`src/design/mme_pkg.sv`:
```
package mme_pkg;

    localparam int MAX_DIM_DEF = 16;
    localparam int CFG_W       = 5;
    localparam int VAL_W       = 32;
    localparam int FRAC_W      = 16;

    localparam logic [CFG_W-1:0] DIM_RESET = 5'd16;

    // Input commands.
    localparam logic [1:0] CMD_WRITE_A = 2'd0;
    localparam logic [1:0] CMD_WRITE_B = 2'd1;
    localparam logic [1:0] CMD_REQUEST = 2'd2;

    // Configuration register indexes.
    localparam logic [1:0] REG_M_ROWS  = 2'd0;
    localparam logic [1:0] REG_N_INNER = 2'd1;
    localparam logic [1:0] REG_O_COLS  = 2'd2;

    localparam logic STATUS_OK  = 1'b0;
    localparam logic STATUS_ERR = 1'b1;

    typedef enum logic [1:0] {
        ST_IDLE,
        ST_RUN,
        ST_DRAIN,
        ST_FINISH
    } state_t;

    typedef struct packed {
        logic clear;
        logic mul_en;
        logic acc_en;
    } mac_ctrl_t;

endpackage

```
`src/design/mme_mac.sv`:
```
module mme_mac
    import mme_pkg::*;
#(
    parameter int MAX_DIM = MAX_DIM_DEF
) (
    input  logic                    clk,
    input  mac_ctrl_t               ctrl,
    input  logic signed [VAL_W-1:0] a_data,
    input  logic signed [VAL_W-1:0] b_data,
    output logic signed [VAL_W-1:0] sum_value,
    output logic                    sum_sat
);

    localparam int PROD_W = 2 * VAL_W;
    localparam int TERM_W = PROD_W - FRAC_W;
    localparam int ACC_W  = TERM_W + $clog2(MAX_DIM);

    logic signed [PROD_W-1:0] prod_reg;
    logic signed [ACC_W-1:0]  acc_reg;
    logic [TERM_W-1:0]        term;
    logic [ACC_W-VAL_W:0]     acc_hi;

    // Dropping the low fraction bits of a two's complement product rounds
    // toward minus infinity.
    assign term = prod_reg[PROD_W-1:FRAC_W];

    always_ff @(posedge clk)
    begin
        if (ctrl.mul_en)
        begin
            prod_reg <= a_data * b_data;
        end
        if (ctrl.clear)
        begin
            acc_reg <= '0;
        end
        else if (ctrl.acc_en)
        begin
            acc_reg <= acc_reg + $signed({{(ACC_W-TERM_W){term[TERM_W-1]}}, term});
        end
    end

    // The sum fits in 32 bits when every bit from bit 31 upward agrees.
    assign acc_hi = acc_reg[ACC_W-1:VAL_W-1];

    always_comb
    begin
        if ((&acc_hi) || !(|acc_hi))
        begin
            sum_value = acc_reg[VAL_W-1:0];
            sum_sat   = 1'b0;
        end
        else if (acc_reg[ACC_W-1])
        begin
            sum_value = {1'b1, {(VAL_W-1){1'b0}}};
            sum_sat   = 1'b1;
        end
        else
        begin
            sum_value = {1'b0, {(VAL_W-1){1'b1}}};
            sum_sat   = 1'b1;
        end
    end

endmodule

```
`config.mk`:
```
export PLATFORM = sky130hd
export DESIGN_NAME = mme_mac
export DESIGN_NICKNAME = d
export VERILOG_FILES = /design/src/design/mme_pkg.sv /design/src/design/mme_mac.sv
export SDC_FILE = /design/constraint.sdc
export NUM_CORES = 2
export LEC_CHECK = 0
export BUFFER_PORTS_ARGS = -buffer_cell sky130_fd_sc_hd__buf_2
export CAP_MARGIN = 20
export CORE_MARGIN = 2
export CORE_UTILIZATION = 35
export DETAILED_ROUTE_END_ITERATION = 7
export GPL_TIMING_DRIVEN = 0
export REMOVE_ABC_BUFFERS = 1
export SYNTH_ARGS = -nofsm -noshare
export SYNTH_HDL_FRONTEND = slang
export SYNTH_SLANG_ARGS = --single-unit
```
`constraint.sdc`:
```
create_clock -name clk -period 18.9 [get_ports clk]
set_input_delay 0 -clock clk [delete_from_list [all_inputs] [get_ports clk]]
set_output_delay 0 -clock clk [all_outputs]
set_load 0.05 [all_outputs]
```
# Word level (Yosys, flattened, before mapping)
# Index checks and enable logic that the tools add are counted.
op_classes:
  multipliers: 1
  addsub: 1
  mux: 3
  n_reduce_logical: 4
op_table:
  columns: ["operator", "n"]
  rows:
  - ["32-bit by 32-bit multiplier with 64-bit output", 1]
  - ["32-bit 2-to-1 mux", 2]
  - ["52-bit by 48-bit adder with 52-bit output", 1]
  - ["21-bit AND reduction", 1]
  - ["21-bit OR reduction", 1]
  - ["1-bit zero test", 1]
  - ["1-bit logical OR", 1]
  - ["1-bit 2-to-1 mux", 1]
totals:
  output_inout_bits: 33
  in_bits: 68
  reg_bits: 116
  word_cells: 11

# Longest topological paths before layout
depth:
  ltp_word: 4
  ltp_mapped: 27
  ltp_nobuf: 26

# Worst setup path before layout
# OpenSTA, ideal clock, no wires.
synth_path:
  path_kind: "input to register"
  start: "input port b_data[2]"
  end: "register prod_reg[63], data pin"
  setup_time_ns: 0.170
  required_ns: 18.730
  setup_slack_ns: 11.465
  t_arrival_ns: 7.265
  stages: 25
  n_path_buf: 1
  cell_sequence: "clkbuf_1 > nand2_1 > inv_1 > fa_1 > fa_1 > fa_1 > fa_1 > inv_1 > fa_1 > inv_1 > fa_1 > inv_1 > fa_1 > fa_1 > inv_1 > ha_1 > nand2_1 > inv_1 > nand3_1 > nor3_1 > a221oi_1 > o21a_1 > a2111o_1 > and3_1 > a311oi_2"
synth_via:
  elab_chain_len: 1
synth_lines:
  columns: ["item", "line", "text"]
  rows:
  - ["start: declaration", "mme_mac.sv:9", "input logic signed [VAL_W-1:0] b_data,"]
  - ["32-bit by 32-bit multiplier with 64-bit output", "mme_mac.sv:31", "prod_reg <= a_data * b_data;"]
  - ["end signal: assignment", "mme_mac.sv:31", null]
  - ["end: declaration", "mme_mac.sv:18", "logic signed [PROD_W-1:0] prod_reg;"]
# Every way passes these cells.
# A chain may end at the register's enable or synchronous reset.

# Worst setup path in the final report
layout_path:
  start: "input port b_data[5]"
  end: "register prod_reg[63], data pin"
# The elaborated chain is that of the path after synthesis.

==> reports/metrics.yaml <==
status: "complete, no violations"
grt_pass1_wl_um: 186700
criticalPathCategory: "in -> reg"
fmax_ghz: 0.1139
dpl.hpwl_um: 87900
layout_commonest_cell: "fa_1"
clock-sinks: 100
dieArea_mm2: 0.1221
numPortBuffers: 100
grt_pass1_vias: 32560
synth_seq_cells: 100
worstMarginPinSlew_ns: 1.068
drv_slew: 0
start_util_pct: 35.31
wl_um: 114800
grt-ovfl-total: 0
avgRoutedWirePerCell_um: 19.63
grt_max_degree: 49
postCtsHoldBufs: 0
area_delta_synth_final_pct: 4.753
cts_tree: "yes"
drtIter0Drc: 1799
cp-end-kind: "register"
critPathMaxStageDelay_ns: 0.98
drive_gt1_share_pct: 3.384
cts_max_level: 3
final-setup-viol-count: 0
clkSlewWorstSetupHoldPaths_ns: 0.08
netlist_area_mm2: 0.04175
synth_enable_flop_cells: 48
synth.top_cell.area_share_pct: 51.88
synth_seq_area_share_pct: 5.946
hold_viol_final: 0
gp_congestion: 0.8464
nNetsFinal: 5691
placementRows: 126
vias: 29440
async_flop_share_pct: 0
antenna_found_initial: 8
ios: 101
slew_headroom_pct: 28.78
clock_latency_ns: 0.35
numCtsBuffers: 9
synth_top_area_cell: "fa_1"
clk_path_buf_depth: 2
firstDrtPassIters: 6
die-width_um: 349.4
reg2regPathDepth: 10
stdcell_area_mm2: 0.04373
clock-root-buffer: "clkbuf_16"
placed_area_mm2: 0.04343
synthCells: 4421
fin_crit_ns: 8.782
synthDistinctLibCells: 74
post_cts_buffers: 0
cp.arrival_ns: 8.97
crit_fanout: 32
holdPathStages: 2
hold_class: "in -> reg"
reg2reg_setup_slack_ns: 15.57
num_antenna_cells: 0
rr_endpoint: "acc_reg[47]$_SDFFE_PP0P_"
avgSynthCellArea_um2: 9.443
layout_common_cells: "fa_1 (1081), inv_1 (953), nand2_1 (551)"
hold_end: "acc_reg[7]$_SDFFE_PP0P_"
rsz0062_at_grt: "false"
fp.coreArea_mm2: 0.1182
post-route-period-util_pct: 46.47
grt_use_total_pct: 19.71
cp_num_buf_inv: 9
die-height_um: 349.4
yosys_warnings: 0
crit_family: "adder cells"
synth_area_leaders: "fa_1 (52%), inv_1 (8.6%), and2_1 (7.8%), ha_1 (6.9%), nand2_1 (5.0%)"
drc: 0
critPathRequiredTime_ns: 19.09
crit_slowest_cell: "fa_1"
tns_ns: 0
skew_ns: 0.01509
yosys_most_used_dff: "dfxtp_1"
largest_reg_flops: 52
via_per_inst: 5.031
worstHoldStart: "ctrl[2]"
antenna_left: 0
cap_violations: 0
worstSetupStartpointType: "input port"
cts-resized-gates: 0
r2r-start: "prod_reg[24]$_DFFE_PP_"
[synth_stat cells, drive strengths merged, types with 7 or more instances]
| library cell | number |
|---|---|
| nand2 | 551 |
| and3 | 13 |
| a211o | 10 |
| nand4 | 24 |
| buf | 10 |
| nand3 | 24 |
| xnor2 | 62 |
| a211oi | 19 |
| o21bai | 12 |
| nand2b | 16 |
| inv | 953 |
| a31oi | 13 |
| fa | 1082 |
| a21oi | 103 |
| o211ai | 11 |
| and2 | 519 |
| edfxtp | 48 |
| dfxtp | 52 |
| nor2b | 11 |
| a21o | 64 |
| o21ai | 59 |
| clkbuf | 218 |
| a2111oi | 7 |
| ha | 231 |
| nor4 | 8 |
| nor2 | 110 |
| xor2 | 34 |
| mux2i | 25 |
| nor3 | 33 |
| o21a | 15 |
[per-layer routing]
metal | track usage [%] | vias up | wire length (um)
met3 | 2.195 | 168 | 6204
met4 | 4.741 | 4 | 3125
met5 | 0 | - | 21
met1 | 25.72 | 15490 | 48000
met2 | 34.91 | 863 | 57480
li1 | - | 12910 | -
[through the flow]
step	util [%]	hold WS (ns)	cells	setup slack, ns
2_1_floorplan	-	0.06907	4193	11.69
3_5_place_dp	36.73	0.3864	5834	9.663
4_1_cts	36.97	0.01599	5850	10.01
5_1_grt	36.99	0.02216	5851	9.489
6_report	36.99	0.007532	5851	10.12
3_3_place_gp	36.63	0.4912	5829	9.847
[cell families (layout without fill, tap and decap cells)]
family / after synthesis / count (layout) / share of synthesized area, %
and+or+nand+nor: 1333 / 1333 / 15.99
adders and majority gates: 1313 / 1313 / 58.81
buffers and inverters: 1181 / 1075 / 10.63
AOI/OAI and AO/OA: 373 / 373 / 6.018
DFF: 100 / 100 / 5.946
xor gates and xnor gates: 96 / 96 / 2.014
muxes: 25 / 25 / 0.5994
[final cells by class]
class / instances / area [um2]
clock buffer: 10 / 229.0
clock inverter: 6 / 53.80
fill: 11950 / 74510
inverter: 953 / 3577
multi-input combinational: 3140 / 34840
sequential: 100 / 2482
tap: 1536 / 1922
timing repair buffer: 106 / 630.6
[worst max-delay path by stage]
stage	depth (start not counted)	from	to	slack, ns
global placement	27	b_data[5]	prod_reg[63]$_DFFE_PP_	9.85
finish	27	b_data[5]	prod_reg[63]$_DFFE_PP_	10.12
CTS	27	b_data[5]	prod_reg[63]$_DFFE_PP_	10.01
global route	27	b_data[5]	prod_reg[63]$_DFFE_PP_	9.49
floorplan	24	b_data[2]	prod_reg[63]$_DFFE_PP_	11.69
detailed placement	27	b_data[5]	prod_reg[63]$_DFFE_PP_	9.66
Power is left out: the tool's default activity adds up to more than one toggle a clock period on the data nets, which glitch-free logic cannot reach.
